## config.mk

```make
export PLATFORM = sky130hd
export DESIGN_NAME = http_request_head_parser_flat
export DESIGN_NICKNAME = d
export VERILOG_FILES = /design/src/design/hrp_pkg.sv /design/src/design/hrp_if.sv /design/src/design/http_request_head_parser.sv /design/src/design/hrp_core.sv /design/src/design/hrp_out_fifo.sv /design/src/flat_wrapper.sv
export SDC_FILE = /design/constraint.sdc
export NUM_CORES = 1
export LEC_CHECK = 0
export BUFFER_PORTS_ARGS = -buffer_cell sky130_fd_sc_hd__buf_2
export CAP_MARGIN = 20
export CORE_ASPECT_RATIO = 1.25
export CORE_MARGIN = 2
export CORE_UTILIZATION = 55
export CTS_BUF_LIST = sky130_fd_sc_hd__clkbuf_4
export DETAILED_ROUTE_END_ITERATION = 8
export PLACE_DENSITY_LB_ADDON = 0.1
export SLEW_MARGIN = 10
export SYNTH_ARGS = -nofsm -noshare
export SYNTH_HDL_FRONTEND = slang
export SYNTH_SLANG_ARGS = --single-unit
```

## constraint.sdc

```tcl
create_clock -name i_clk -period 8.2 [get_ports i_clk]
set_input_delay 0.41 -clock i_clk [delete_from_list [all_inputs] [get_ports i_clk]]
set_output_delay 0.41 -clock i_clk [all_outputs]
set_load 0.02 [all_outputs]
```

## src/design/hrp_pkg.sv

```systemverilog
// Shared types, constants and byte helpers for the HTTP request head parser.
// No dependencies; imported by the core, result queue, checker and top-level parser.
package hrp_pkg;

    localparam int SHORT_PART_MAX_DEF = 16;
    localparam int URI_PART_MAX_DEF   = 256;
    localparam int OUT_FIFO_DEPTH     = 4;

    typedef enum logic [1:0] {
        KIND_METHOD  = 2'd0,
        KIND_URI     = 2'd1,
        KIND_VERSION = 2'd2,
        KIND_SUMMARY = 2'd3
    } t_part_kind;

    typedef struct packed {
        t_part_kind  kind;
        logic [7:0]  data;
        logic        keep;
        logic        last;
    } t_result;

    // Up to two results per input word, always packed from slot 0.
    typedef struct packed {
        logic    v0;
        t_result r0;
        logic    v1;
        t_result r1;
    } t_push;

    localparam logic [7:0] CH_NUL = 8'h00;
    localparam logic [7:0] CH_LF  = 8'h0A;
    localparam logic [7:0] CH_CR  = 8'h0D;
    localparam logic [7:0] CH_SP  = 8'h20;

    localparam logic [3:0] VER_LEN   = 4'd8;
    localparam logic [3:0] CONN_LEN  = 4'd11;
    localparam logic [3:0] KEEP_LEN  = 4'd10;
    localparam logic [2:0] CLOSE_LEN = 3'd5;

    localparam logic [7:0] VER_PAT [8] = '{"H", "T", "T", "P", "/", "1", ".", "1"};
    localparam logic [7:0] CONN_PAT [11] =
        '{"C", "O", "N", "N", "E", "C", "T", "I", "O", "N", ":"};
    localparam logic [7:0] KEEP_PAT [10] =
        '{"K", "E", "E", "P", "-", "A", "L", "I", "V", "E"};
    localparam logic [7:0] CLOSE_PAT [5] = '{"C", "L", "O", "S", "E"};

    function automatic logic [7:0] upcase(input logic [7:0] c);
        logic [7:0] r;
        r = c;
        if (c >= "a" && c <= "z") begin
            r = c - 8'h20;
        end
        return r;
    endfunction

    // Substring matchers. Only the first letter of each pattern recurs, except in
    // CONNECTION: where "CONNEC" ends in "C", so a following "O" falls back to two.
    function automatic logic [3:0] conn_step(input logic [3:0] k, input logic [7:0] c);
        logic [3:0] r;
        if (k >= CONN_LEN) begin
            r = CONN_LEN;
        end else if (c == CONN_PAT[k]) begin
            r = k + 4'd1;
        end else if (k == 4'd6 && c == CONN_PAT[1]) begin
            r = 4'd2;
        end else if (c == CONN_PAT[0]) begin
            r = 4'd1;
        end else begin
            r = 4'd0;
        end
        return r;
    endfunction

    function automatic logic [3:0] keep_step(input logic [3:0] k, input logic [7:0] c);
        logic [3:0] r;
        if (k >= KEEP_LEN) begin
            r = KEEP_LEN;
        end else if (c == KEEP_PAT[k]) begin
            r = k + 4'd1;
        end else if (c == KEEP_PAT[0]) begin
            r = 4'd1;
        end else begin
            r = 4'd0;
        end
        return r;
    endfunction

    function automatic logic [2:0] close_step(input logic [2:0] k, input logic [7:0] c);
        logic [2:0] r;
        if (k >= CLOSE_LEN) begin
            r = CLOSE_LEN;
        end else if (c == CLOSE_PAT[k]) begin
            r = k + 3'd1;
        end else if (c == CLOSE_PAT[0]) begin
            r = 3'd1;
        end else begin
            r = 3'd0;
        end
        return r;
    endfunction

    // Keep-alive after a header line closes; flags are CONNECTION:, KEEP-ALIVE, CLOSE.
    function automatic logic keep_after_line(input logic [2:0] flags, input logic kf);
        logic r;
        r = kf;
        if (flags[0]) begin
            if (flags[1]) begin
                r = 1'b1;
            end else if (flags[2]) begin
                r = 1'b0;
            end
        end
        return r;
    endfunction

endpackage

```

## src/design/hrp_if.sv

```systemverilog
// Valid/ready channel interfaces for the request byte input and the result output.
// Depends on nothing; field widths follow the parser's item formats.
interface hrp_in_if;
    logic       valid;
    logic       ready;
    logic [7:0] req_byte;
    logic       end_of_head;

    modport source (output valid, output req_byte, output end_of_head, input ready);
    modport sink   (input valid, input req_byte, input end_of_head, output ready);
endinterface

interface hrp_out_if;
    logic       valid;
    logic       ready;
    logic [1:0] part_kind;
    logic [7:0] part_byte;
    logic       keep_open;
    logic       run_last;

    modport source (output valid, output part_kind, output part_byte,
                    output keep_open, output run_last, input ready);
    modport sink   (input valid, input part_kind, input part_byte,
                    input keep_open, input run_last, output ready);
endinterface

```

## src/design/http_request_head_parser.sv

```systemverilog
// HTTP request head parser, one request byte per word.
// An accepted byte is held in an input register; its results then go into the result queue.
// Throughput: one byte per cycle while the queue has room; a final byte that emits
// a part byte gives two results, drained one per ready cycle by a four-entry queue.
// Reset (synchronous, active low) empties the pipeline and returns to the request line.
module http_request_head_parser
    import hrp_pkg::*;
#(
    parameter int SHORT_PART_MAX = SHORT_PART_MAX_DEF,
    parameter int URI_PART_MAX   = URI_PART_MAX_DEF
) (
    input  logic      i_clk,
    input  logic      i_rst_n,
    hrp_in_if.sink    i_req,
    hrp_out_if.source o_res
);

    logic       r_in_valid;
    logic [7:0] r_in_byte;
    logic       r_in_last;
    logic       room;
    logic       step;
    logic       accept;
    t_push      push;

    assign step        = r_in_valid && room;
    assign i_req.ready = !r_in_valid || room;
    assign accept      = i_req.valid && i_req.ready;

    always_ff @(posedge i_clk) begin
        if (!i_rst_n) begin
            r_in_valid <= 1'b0;
        end else if (accept) begin
            r_in_valid <= 1'b1;
        end else if (step) begin
            r_in_valid <= 1'b0;
        end
    end

    always_ff @(posedge i_clk) begin
        if (accept) begin
            r_in_byte <= i_req.req_byte;
            r_in_last <= i_req.end_of_head;
        end
    end

    hrp_core #(
        .SHORT_PART_MAX (SHORT_PART_MAX),
        .URI_PART_MAX   (URI_PART_MAX)
    ) u_core (
        .i_clk   (i_clk),
        .i_rst_n (i_rst_n),
        .i_step  (step),
        .i_byte  (r_in_byte),
        .i_last  (r_in_last),
        .o_push  (push)
    );

    hrp_out_fifo u_out_fifo (
        .i_clk   (i_clk),
        .i_rst_n (i_rst_n),
        .i_push  (push),
        .o_room  (room),
        .o_res   (o_res)
    );

endmodule

```

## src/design/hrp_core.sv

```systemverilog
// Parser state machine: phase tracking, part splitting and keep-alive matching.
// Depends on hrp_pkg; produces up to two results for each stepped word.
module hrp_core
    import hrp_pkg::*;
#(
    parameter int SHORT_PART_MAX = SHORT_PART_MAX_DEF,
    parameter int URI_PART_MAX   = URI_PART_MAX_DEF
) (
    input  logic       i_clk,
    input  logic       i_rst_n,
    input  logic       i_step,
    input  logic [7:0] i_byte,
    input  logic       i_last,
    output t_push      o_push
);

    localparam int PART_MAX = (SHORT_PART_MAX > URI_PART_MAX) ? SHORT_PART_MAX : URI_PART_MAX;
    localparam int CNT_W    = $clog2(PART_MAX + 1);
    localparam logic [CNT_W-1:0] SHORT_LIM = CNT_W'(SHORT_PART_MAX);
    localparam logic [CNT_W-1:0] URI_LIM   = CNT_W'(URI_PART_MAX);
    localparam logic [CNT_W-1:0] VER_CHK   = CNT_W'(VER_LEN);

    typedef enum logic [2:0] {
        PH_PRE, PH_METHOD, PH_URI, PH_VERSION, PH_VERDONE, PH_HEADERS, PH_STOPPED
    } t_phase;

    t_phase           r_phase, n_phase;
    logic [CNT_W-1:0] r_pc, n_pc;
    logic [3:0]       r_vp, n_vp;
    logic             r_vf, n_vf;
    logic             r_kf, n_kf;
    logic [3:0]       r_cp, n_cp;
    logic [3:0]       r_kp, n_kp;
    logic [2:0]       r_clp, n_clp;
    logic [2:0]       r_ff, n_ff;

    logic             emit;
    t_part_kind       kind;
    logic [7:0]       ob;
    logic [7:0]       u;
    logic [CNT_W-1:0] lim;
    t_result          byte_res;
    t_result          sum_res;

    assign u = upcase(i_byte);

    always_comb begin
        n_phase = r_phase;
        n_pc    = r_pc;
        n_vp    = r_vp;
        n_vf    = r_vf;
        n_kf    = r_kf;
        n_cp    = r_cp;
        n_kp    = r_kp;
        n_clp   = r_clp;
        n_ff    = r_ff;
        emit    = 1'b0;
        kind    = KIND_METHOD;
        ob      = 8'h00;
        lim     = SHORT_LIM;
        sum_res = '{kind: KIND_SUMMARY, data: 8'h00, keep: 1'b0, last: 1'b1};

        if (i_step) begin
            if (n_phase == PH_PRE) begin
                if (i_byte != CH_LF && i_byte != CH_NUL) begin
                    n_phase = PH_METHOD;
                    n_pc    = '0;
                    n_vp    = '0;
                    n_vf    = 1'b0;
                end else if (i_byte == CH_NUL) begin
                    n_phase = PH_STOPPED;
                end
            end

            unique case (n_phase) inside
                PH_METHOD, PH_URI, PH_VERSION, PH_VERDONE: begin
                    if (i_byte == CH_LF || i_byte == CH_NUL) begin
                        // A zero byte ends the text as a terminator would.
                        n_kf    = (n_vp == VER_LEN) && !n_vf;
                        n_phase = (i_byte == CH_NUL) ? PH_STOPPED : PH_HEADERS;
                        n_cp    = '0;
                        n_kp    = '0;
                        n_clp   = '0;
                        n_ff    = '0;
                    end else if (n_phase == PH_METHOD || n_phase == PH_URI) begin
                        lim = (n_phase == PH_METHOD) ? SHORT_LIM : URI_LIM;
                        if (i_byte == CH_SP) begin
                            n_phase = (n_phase == PH_METHOD) ? PH_URI : PH_VERSION;
                            n_pc    = '0;
                        end else if (n_pc < lim) begin
                            emit = 1'b1;
                            kind = (n_phase == PH_METHOD) ? KIND_METHOD : KIND_URI;
                            ob   = (n_phase == PH_METHOD) ? u : i_byte;
                            n_pc = n_pc + CNT_W'(1);
                        end
                    end else if (n_phase == PH_VERSION) begin
                        if (i_byte == CH_CR) begin
                            n_phase = PH_VERDONE;
                        end else if (n_pc < SHORT_LIM) begin
                            emit = 1'b1;
                            kind = KIND_VERSION;
                            ob   = u;
                            if (n_pc < VER_CHK && !n_vf) begin
                                if (u == VER_PAT[n_pc[2:0]]) begin
                                    n_vp = n_vp + 4'd1;
                                end else begin
                                    n_vf = 1'b1;
                                end
                            end
                            n_pc = n_pc + CNT_W'(1);
                        end
                    end
                end
                PH_HEADERS: begin
                    if (i_byte == CH_LF || i_byte == CH_NUL) begin
                        n_kf  = keep_after_line(n_ff, n_kf);
                        n_cp  = '0;
                        n_kp  = '0;
                        n_clp = '0;
                        n_ff  = '0;
                        if (i_byte == CH_NUL) begin
                            n_phase = PH_STOPPED;
                        end
                    end else begin
                        n_cp  = conn_step(n_cp, u);
                        n_kp  = keep_step(n_kp, u);
                        n_clp = close_step(n_clp, u);
                        n_ff  = n_ff | {n_clp == CLOSE_LEN, n_kp == KEEP_LEN,
                                        n_cp == CONN_LEN};
                    end
                end
                default: begin
                end
            endcase

            if (i_last) begin
                // Close whatever line is open, report, then start over for the next head.
                if (n_phase inside {PH_METHOD, PH_URI, PH_VERSION, PH_VERDONE}) begin
                    sum_res.keep = (n_vp == VER_LEN) && !n_vf;
                end else if (n_phase == PH_HEADERS) begin
                    sum_res.keep = keep_after_line(n_ff, n_kf);
                end else begin
                    sum_res.keep = n_kf;
                end
                n_phase = PH_PRE;
                n_pc    = '0;
                n_vp    = '0;
                n_vf    = 1'b0;
                n_kf    = 1'b0;
                n_cp    = '0;
                n_kp    = '0;
                n_clp   = '0;
                n_ff    = '0;
            end
        end
    end

    assign byte_res = '{kind: kind, data: ob, keep: 1'b0, last: !i_last};

    always_comb begin
        o_push.v0 = i_step && (emit || i_last);
        o_push.r0 = emit ? byte_res : sum_res;
        o_push.v1 = i_step && emit && i_last;
        o_push.r1 = sum_res;
    end

    always_ff @(posedge i_clk) begin
        if (!i_rst_n) begin
            r_phase <= PH_PRE;
            r_pc    <= '0;
            r_vp    <= '0;
            r_vf    <= 1'b0;
            r_kf    <= 1'b0;
            r_cp    <= '0;
            r_kp    <= '0;
            r_clp   <= '0;
            r_ff    <= '0;
        end else begin
            r_phase <= n_phase;
            r_pc    <= n_pc;
            r_vp    <= n_vp;
            r_vf    <= n_vf;
            r_kf    <= n_kf;
            r_cp    <= n_cp;
            r_kp    <= n_kp;
            r_clp   <= n_clp;
            r_ff    <= n_ff;
        end
    end

endmodule

```

## src/design/hrp_out_fifo.sv

```systemverilog
// Small result queue: takes up to two results per cycle, hands out one per word.
// Depends on hrp_pkg and hrp_out_if.
module hrp_out_fifo
    import hrp_pkg::*;
(
    input  logic       i_clk,
    input  logic       i_rst_n,
    input  t_push      i_push,
    output logic       o_room,
    hrp_out_if.source  o_res
);

    localparam int PTR_W = $clog2(OUT_FIFO_DEPTH);
    localparam int CNT_W = $clog2(OUT_FIFO_DEPTH + 1);

    t_result          r_mem [OUT_FIFO_DEPTH];
    logic [PTR_W-1:0] r_wr_ptr, n_wr_ptr;
    logic [PTR_W-1:0] r_rd_ptr, n_rd_ptr;
    logic [CNT_W-1:0] r_count, n_count;
    logic [1:0]       push_num;
    logic             pop;
    t_result          head;

    assign push_num = {1'b0, i_push.v0} + {1'b0, i_push.v1};
    assign pop      = o_res.valid && o_res.ready;
    // Room for a full pair; the writer only pushes while this is high.
    assign o_room   = r_count <= CNT_W'(OUT_FIFO_DEPTH - 2);

    assign n_wr_ptr = r_wr_ptr + PTR_W'(push_num);
    assign n_rd_ptr = r_rd_ptr + PTR_W'(pop);
    assign n_count  = r_count + CNT_W'(push_num) - CNT_W'(pop);

    always_ff @(posedge i_clk) begin
        if (i_push.v0) begin
            r_mem[r_wr_ptr] <= i_push.r0;
        end
        if (i_push.v1) begin
            r_mem[r_wr_ptr + PTR_W'(1)] <= i_push.r1;
        end
    end

    always_ff @(posedge i_clk) begin
        if (!i_rst_n) begin
            r_wr_ptr <= '0;
            r_rd_ptr <= '0;
            r_count  <= '0;
        end else begin
            r_wr_ptr <= n_wr_ptr;
            r_rd_ptr <= n_rd_ptr;
            r_count  <= n_count;
        end
    end

    assign head             = r_mem[r_rd_ptr];
    assign o_res.valid      = r_count != '0;
    assign o_res.part_kind  = head.kind;
    assign o_res.part_byte  = head.data;
    assign o_res.keep_open  = head.keep;
    assign o_res.run_last   = head.last;

endmodule

```

## src/flat_wrapper.sv

```systemverilog
// flat-port wrapper written by rule: the top's interface ports become plain ports
module http_request_head_parser_flat import hrp_pkg::*;
#(
    parameter int SHORT_PART_MAX = SHORT_PART_MAX_DEF,
    parameter int URI_PART_MAX   = URI_PART_MAX_DEF
)
  (i_clk, i_rst_n, i_req_valid, i_req_req_byte, i_req_end_of_head, i_req_ready, o_res_valid, o_res_part_kind, o_res_part_byte, o_res_keep_open, o_res_run_last, o_res_ready);
  hrp_in_if i_req_i ();
  hrp_out_if o_res_i ();
  input  logic i_clk;
  input  logic i_rst_n;
  input wire logic [$bits(i_req_i.valid)-1:0] i_req_valid;
  input wire logic [$bits(i_req_i.req_byte)-1:0] i_req_req_byte;
  input wire logic [$bits(i_req_i.end_of_head)-1:0] i_req_end_of_head;
  output wire logic [$bits(i_req_i.ready)-1:0] i_req_ready;
  output wire logic [$bits(o_res_i.valid)-1:0] o_res_valid;
  output wire logic [$bits(o_res_i.part_kind)-1:0] o_res_part_kind;
  output wire logic [$bits(o_res_i.part_byte)-1:0] o_res_part_byte;
  output wire logic [$bits(o_res_i.keep_open)-1:0] o_res_keep_open;
  output wire logic [$bits(o_res_i.run_last)-1:0] o_res_run_last;
  input wire logic [$bits(o_res_i.ready)-1:0] o_res_ready;
  assign i_req_i.valid = i_req_valid;
  assign i_req_i.req_byte = i_req_req_byte;
  assign i_req_i.end_of_head = i_req_end_of_head;
  assign i_req_ready = i_req_i.ready;
  assign o_res_valid = o_res_i.valid;
  assign o_res_part_kind = o_res_i.part_kind;
  assign o_res_part_byte = o_res_i.part_byte;
  assign o_res_keep_open = o_res_i.keep_open;
  assign o_res_run_last = o_res_i.run_last;
  assign o_res_i.ready = o_res_ready;
  http_request_head_parser #(.SHORT_PART_MAX(SHORT_PART_MAX), .URI_PART_MAX(URI_PART_MAX)) u_core (.i_clk(i_clk), .i_rst_n(i_rst_n), .i_req(i_req_i), .o_res(o_res_i));
endmodule
```

Yosys cells after proc, flatten, opt, wreduce, memory -nomap -nowiden
Memories as Yosys holds them, arrays and structs flattened. A register that Yosys moved wholly into a read port is not among the register bits.
Cells that the tools add are included.
{"block": "totals", "regBits": 49, "mem_bits_rw": 48, "rom_bits": 384, "input_bits": 13, "out_inout_bits": 14, "wordCells": 257, "memories": 5}
{"block": "classes", "n_addsub": 12, "n_lt_le_gt_ge": 13, "eq_ne": 28, "muxes": 150, "bitwise_logic": 5, "n_reduce_logical": 29}
{"memory": "(no name shown)", "depth": 16, "width": 8, "rd": 1, "rd_ports_with_merged_regs": 0, "wr": 0, "line": "hrp_pkg.sv:79", "text": "end else if (c == KEEP_PAT[k]) begin"}
{"memory": "(no name shown)", "depth": 16, "width": 8, "rd": 1, "rd_ports_with_merged_regs": 0, "wr": 0, "line": "hrp_pkg.sv:63", "text": "end else if (c == CONN_PAT[k]) begin"}
{"memory": "(no name shown)", "depth": 8, "width": 8, "rd": 1, "rd_ports_with_merged_regs": 0, "wr": 0, "line": "hrp_pkg.sv:93", "text": "end else if (c == CLOSE_PAT[k]) begin"}
{"memory": "(no name shown)", "depth": 8, "width": 8, "rd": 1, "rd_ports_with_merged_regs": 0, "wr": 0, "line": "hrp_core.sv:104", "text": "if (u == VER_PAT[n_pc[2:0]]) begin"}
{"memory": "u_core.u_out_fifo.r_mem", "depth": 4, "width": 12, "rd": 1, "rd_ports_with_merged_regs": 1, "wr": 2, "line": "hrp_out_fifo.sv:16", "text": "t_result r_mem [OUT_FIFO_DEPTH];"}
{"op": "$mux 8", "n": 19}
{"op": "$mux 9", "n": 13}
{"op": "$mux 4", "n": 28}
{"op": "$mux 3", "n": 25}
{"op": "$mux 1", "n": 48}
{"op": "$eq 8x8->1", "n": 4}
{"op": "$eq 8x7->1 const B", "n": 3}
{"op": "$mux 2", "n": 10}
{"op": "$pmux 3 s2", "n": 3}
{"op": "$eq 4x4->1 const B", "n": 4}
{"op": "$eq 8x4->1 const B", "n": 2}
{"op": "$ge 4x4->1 const B", "n": 4}
{"op": "$pmux 4 s2", "n": 2}
{"op": "$eq 3x3->1 const B", "n": 5}
{"op": "$add 4x1->4 const B", "n": 3}
{"op": "$eq 3x2->1 const B", "n": 4}
{"op": "$logic_and 1x1->1", "n": 12}
{"op": "$mux 12", "n": 1}
{"op": "$ge 5x5->1 const B", "n": 2}
{"op": "$not 4->5", "n": 2}
{"op": "$add 9x1->9 const B", "n": 1}
{"op": "$lt 9x4->1 const B", "n": 1}
{"op": "$lt 9x5->1 const B", "n": 1}
{"op": "$lt 9x9->1", "n": 1}
{"op": "other kinds (30)", "n": 39}

Depth between registers and ports, before layout
{"block": "logic_depth", "depth_word": 25, "ltp_mapped": 20, "depth_no_buf": 18}

Cells and area by module
Synthesis repeated with hierarchy kept, for this count alone.
{"block": "unflattened", "cells_unflattened": 730, "hier_area_um2": 7113.1}
{"module": "hrp_core", "n_inst": 1, "cells_per_inst": 556, "area_each_um2": 3871.2}
{"module": "hrp_out_fifo", "n_inst": 1, "cells_per_inst": 159, "area_each_um2": 2906.5}
{"module": "http_request_head_parser", "n_inst": 1, "cells_per_inst": 15, "area_each_um2": 335.3}

Least setup slack after synthesis
OpenSTA, ideal clock, no wires.
{"block": "synth_path", "kind": "flip-flop to flip-flop", "start": "reg u_core.r_in_byte[7]", "end": "reg u_core.u_out_fifo.r_count[2]", "setup_time_ps": 115, "arrival_time_ps": 4342, "path_slack_ps": 3743, "path_stages_with_launch": 21, "path_buffers": 2, "cell_sequence": "edfxtp_1 buf_6 or4_4 buf_6 o31ai_4 nand2_4 inv_2 ha_1 o41a_1 a2111oi_4 o21ai_2 inv_2 ha_1 inv_1 ha_1 inv_1 ha_1 fa_1 xnor2_1 xnor2_1 and2_1"}
{"block": "synth_between", "elab_chain_len": 19, "elab_cells_between_ends": 40}
{"element": "start: declaration", "line": "http_request_head_parser.sv:19", "text": "logic [7:0] r_in_byte;"}
{"element": "start signal: assignment", "line": "http_request_head_parser.sv:42", "text": "r_in_byte <= i_req.req_byte;"}
{"element": "$logic_not 8->1 (tied with other cells)", "line": "hrp_core.sv:70, hrp_core.sv:77"}
{"element": "$mux 3 or $logic_and 1x1->1 (tied branches)", "line": "hrp_core.sv:70, hrp_core.sv:65"}
{"element": "$mux 3", "line": "hrp_core.sv:65", "text": "if (i_byte != CH_LF && i_byte != CH_NUL) begin"}
{"element": "$mux 3", "line": "hrp_core.sv:64", "text": "if (n_phase == PH_PRE) begin"}
{"element": "$mux 3", "line": "hrp_core.sv:63", "text": "if (i_step) begin"}
{"element": "$eq 3x1->1", "line": "hrp_core.sv:85, hrp_core.sv:86"}
{"element": "$mux 9", "line": "hrp_core.sv:86", "text": "lim = (n_phase == PH_METHOD) ? SHORT_LIM : URI_LIM;"}
{"element": "$lt 9x9->1", "line": "hrp_core.sv:90", "text": "end else if (n_pc < lim) begin"}
{"element": "[... 3 more ...]"}
{"element": "$mux 1", "line": "hrp_core.sv:77", "text": "if (i_byte == CH_LF || i_byte == CH_NUL) begin"}
{"element": "$mux 1 *", "line": "hrp_core.sv:75", "text": "unique case (n_phase) inside"}
{"element": "$mux 1 *", "line": "hrp_core.sv:63"}
{"element": "$logic_or 1x1->1 or $logic_and 1x1->1 (tied branches)", "line": "hrp_core.sv:161, hrp_core.sv:163"}
{"element": "$logic_and 1x1->1 (on tied branches)", "line": "hrp_core.sv:161, hrp_core.sv:163"}
{"element": "$add 1x1->2 *", "line": "hrp_out_fifo.sv:24", "text": "assign push_num = {1'b0, i_push.v0} + {1'b0, i_push.v1};"}
{"element": "$add 3x2->3 *", "line": "hrp_out_fifo.sv:31", "text": "assign n_count = r_count + CNT_W'(push_num) - CNT_W'(pop);"}
{"element": "$sub 3x1->3 *", "line": "hrp_out_fifo.sv:31"}
{"element": "end signal: assignment", "line": "hrp_out_fifo.sv:50", "text": "r_count <= n_count;"}
{"element": "end: declaration", "line": "hrp_out_fifo.sv:19", "text": "logic [CNT_W-1:0] r_count, n_count;"}
Every way passes the cells marked *; elsewhere a longest branch is shown, timed or not. The select of a mux whose other input is x is not followed.
A chain may end at the register's enable or synchronous reset.

Final worst setup path
{"block": "layout_path", "start": "reg u_core.r_in_byte[4]", "end": "reg u_core.u_out_fifo.r_count[2]"}
Same word-level chain as after synthesis.

==> metrics <==
WP data required 8570 ps; critical path's largest stage delay 790 ps; cell area power density 222.3 nW/um^2; Setup crit start kind register; Max Transition Viols Final 0; multi-input logic area 4035 um^2; peak supply drop 0.00009565 V; Synth Register Bits 97; Max Root-Sink Buffers 2; Area Growth Syn to Fin 3.790%; Post-synth EDFFs 13; Final Cycle Share 0.6787; post-layout util 0.5810; slowest stage cell, crit path o31ai_4; synth unique cells 92; 1st-iter DRT viols 419; Clock transition at path regs 170 ps; status finished, final reports clean; via count 5817; Rel. slew slack 0.3748; RSZ-0062 raised after global routing false; synthesized area per cell 8.560 um^2; top cell type's share of synthesized area 0.2599; Final Skew 31.72 ps; DR WL/cell 19.55 um; CTS Sinks 97; TNS Setup 0 ps; Worst Hold Class input port to register; slew at the pin closest to its max-slew limit 930.6 ps; Worst Setup SP u_core.r_in_byte[4]$_DFFE_PP_; Worst Path Arrival 5930 ps; CP most frequent cell ha_1; Async S/R FF share, synth 0; first-pass GRT wire length 28540 um; # hold bufs at CTS 0; Fin. Hold Viols 0; largest area contributor in the netlist dfxtp_1; Total Die Area 12660 um^2; PostCTS Resize Cnt 0; Final Setup Violations 0; Core ar. 11560 um^2; I/O Pins 27; overall power 1493 uW; htree depth 3; worst r2r src u_core.r_in_byte[4]$_DFFE_PP_; Layout Nets 788; Hold Slack 111.6 ps; Root Driver clkbuf_4; Main synth FF type dfxtp_1; Crit Path Class register to register; register area share after synthesis 0.3202; drt drc 0; gpl congestion 0.9456; hold_sp i_req_req_byte[0]; Synth Warn # 0; Cell Rows 44; initial core utilization 0.5597; initial antenna violation count 0; cell family with most CP delay compound AO/OA/AOI/OAI gates; TritonCTS clock tree yes; CTS Buf Count 9; post-placement cell area 6571 um^2; IO Port Bufs 26; Max Cap Viol 0; clk_lat worst skew 460 ps; Syn Inst Count 756; Leak Pwr 0.002447 uW; Die Width 101.0 um; Final Instance Area 6716 um^2; Synth area leaders dfxtp_1 26%, edfxtp_1 6.0%, ha_1 5.2%; storage element area 2072 um^2; Worst Path Max Fanout 20; minimum clock period after layout 5565 ps; fmax 179.7 MHz; via density per instance 6.543; grt total ovfl 0; vias in the first global route 5619; n_diodes 0; Mapped Area 6471 um^2; HPWL Detailed 12920 um; router iterations before antenna repair 7; CP endpoint kind register; setup bufs post-CTS 0; largest net degree at the start of global routing 43; crit-path cells or4_4 > o31ai_4 > nand2_4 > inv_2 > ha_1 > o41a_1 > a2111oi_4 > o21ai_2 > inv_2 > ha_1 > inv_1 > ha_1 > inv_1 > ha_1 > fa_1 > xnor2_1 > xnor2_1 > and2_1; Overall Global Routing Usage 0.2817; worst path bufs/invs 4; Detail Route Antenna Nets 0; Filler cells 1055; syn_nets 797; Die Y 125.3 um; fraction of layout cells with a size suffix above 1 0.1292; Routed WL 17380 um
-- logic make-up (layout without fill, tap and decap cells) --
logic type	count (synthesis)	in the layout	synth area share
AOI/OAI and AO/OA	230	230	0.2572
xor gates and xnor gates	18	18	0.02668
adders and majority gates	29	29	0.05684
buffers and inverters	88	83	0.05626
DFF	97	97	0.3202
muxes	22	22	0.05781
and+or+nand+nor	272	272	0.2251
-- report_power, final --
part	switching (uW)	internal, uW	total [uW]
clock	167	98.1	265
sequential	109	593	702
combinational	282	244	527
total	558	935	1490
-- state kept, by name, indices dropped and copies added (netlist names), 2 cells and up --
register,count
u_core.u_out_fifo.r_mem,48
u_core.u_core.r_pc,9
u_core.r_in_byte,8
u_core.u_core.r_cp,4
u_core.u_core.r_kp,4
u_core.u_core.r_vp,4
u_core.u_core.r_clp,3
u_core.u_core.r_ff,3
u_core.u_core.r_phase,3
u_core.u_out_fifo.r_count,3
u_core.u_out_fifo.r_rd_ptr,2
u_core.u_out_fifo.r_wr_ptr,2
-- area by class of cell --
class,count,area share
Tap cell,138,0.02571
Timing Repair Buffer,29,0.02273
Clock buffer,10,0.01118
Clock inverter,5,0.009314
Inverter,39,0.02180
Sequential cell,97,0.3085
Multi-Input combinational cell,571,0.6008
-- metrics by stage --
| step | std cells | setup slack, ps |
|---|---|---|
| CTS | 888 | 2679 |
| global route | 889 | 2349 |
| floorplan | 756 | 3743 |
| global placement | 873 | 2885 |
| detailed placement | 873 | 2713 |
| finish | 889 | 2635 |
-- metal layers --
metal	part of all wire	vias up	global-route usage
met4	0.039	0	0.1312
met1	0.42	2770	0.3523
met5	0	-	0
met2	0.50	227	0.4733
met3	0.046	46	0.04192
li1	-	2774	-
-- cell usage after synthesis, types with 4 or more instances --
| cell | count |
|---|---|
| o2111ai_1 | 4 |
| a32o_1 | 9 |
| xnor2_1 | 9 |
| a22o_1 | 11 |
| inv_2 | 6 |
| a2111oi_0 | 4 |
| ha_1 | 27 |
| dfxtp_1 | 84 |
| nor4_1 | 6 |
| a21oi_1 | 45 |
| or2_2 | 4 |
| and3_1 | 6 |
| a31oi_1 | 12 |
| buf_1 | 6 |
| and2_1 | 17 |
| xor2_1 | 7 |
| o22ai_1 | 4 |
| nor3b_1 | 5 |
| o211ai_1 | 10 |
| nand4_1 | 4 |
| o22a_1 | 9 |
| nand2b_1 | 14 |
| nand2_1 | 66 |
| mux2i_1 | 7 |
| nor2b_1 | 21 |
| a211oi_1 | 4 |
| a21boi_0 | 10 |
| nand3_1 | 26 |
| o21ai_0 | 45 |
| clkbuf_1 | 32 |
| a32oi_1 | 6 |
| buf_2 | 6 |
| nor3_1 | 16 |
| nor2_1 | 50 |
| o221ai_1 | 6 |
| a21o_1 | 4 |
| o21a_1 | 6 |
| or3_1 | 7 |
| inv_1 | 33 |
| a22oi_1 | 10 |
| edfxtp_1 | 13 |
| mux4_2 | 12 |
-- layout by cell type, fill, tap and decap left out, drive strengths merged, types with 13 or more instances in the layout --
| cell | count |
|---|---|
| a21oi | 47 |
| and2 | 17 |
| buf | 29 |
| dfxtp | 84 |
| edfxtp | 13 |
| ha | 27 |
| inv | 42 |
| nand2 | 68 |
| nand2b | 15 |
| nand3 | 28 |
| nor2 | 51 |
| nor2b | 21 |
| nor3 | 19 |
| o21ai | 48 |
-- worst paths after layout --
kind	end	slack (ps)	depth (start not counted)
setup reg to reg	u_core.u_out_fifo.r_count[2]$_SDFF_PN0_	2630	18
hold reg to reg	u_core.u_out_fifo.r_mem[3][2]$_SDFFE_PP0P_	470	2
setup / recovery	u_core.u_out_fifo.r_count[2]$_SDFF_PN0_	2630	18
hold / removal	u_core.r_in_byte[0]$_DFFE_PP_	110	1
(Power assumes the default switching activity.)
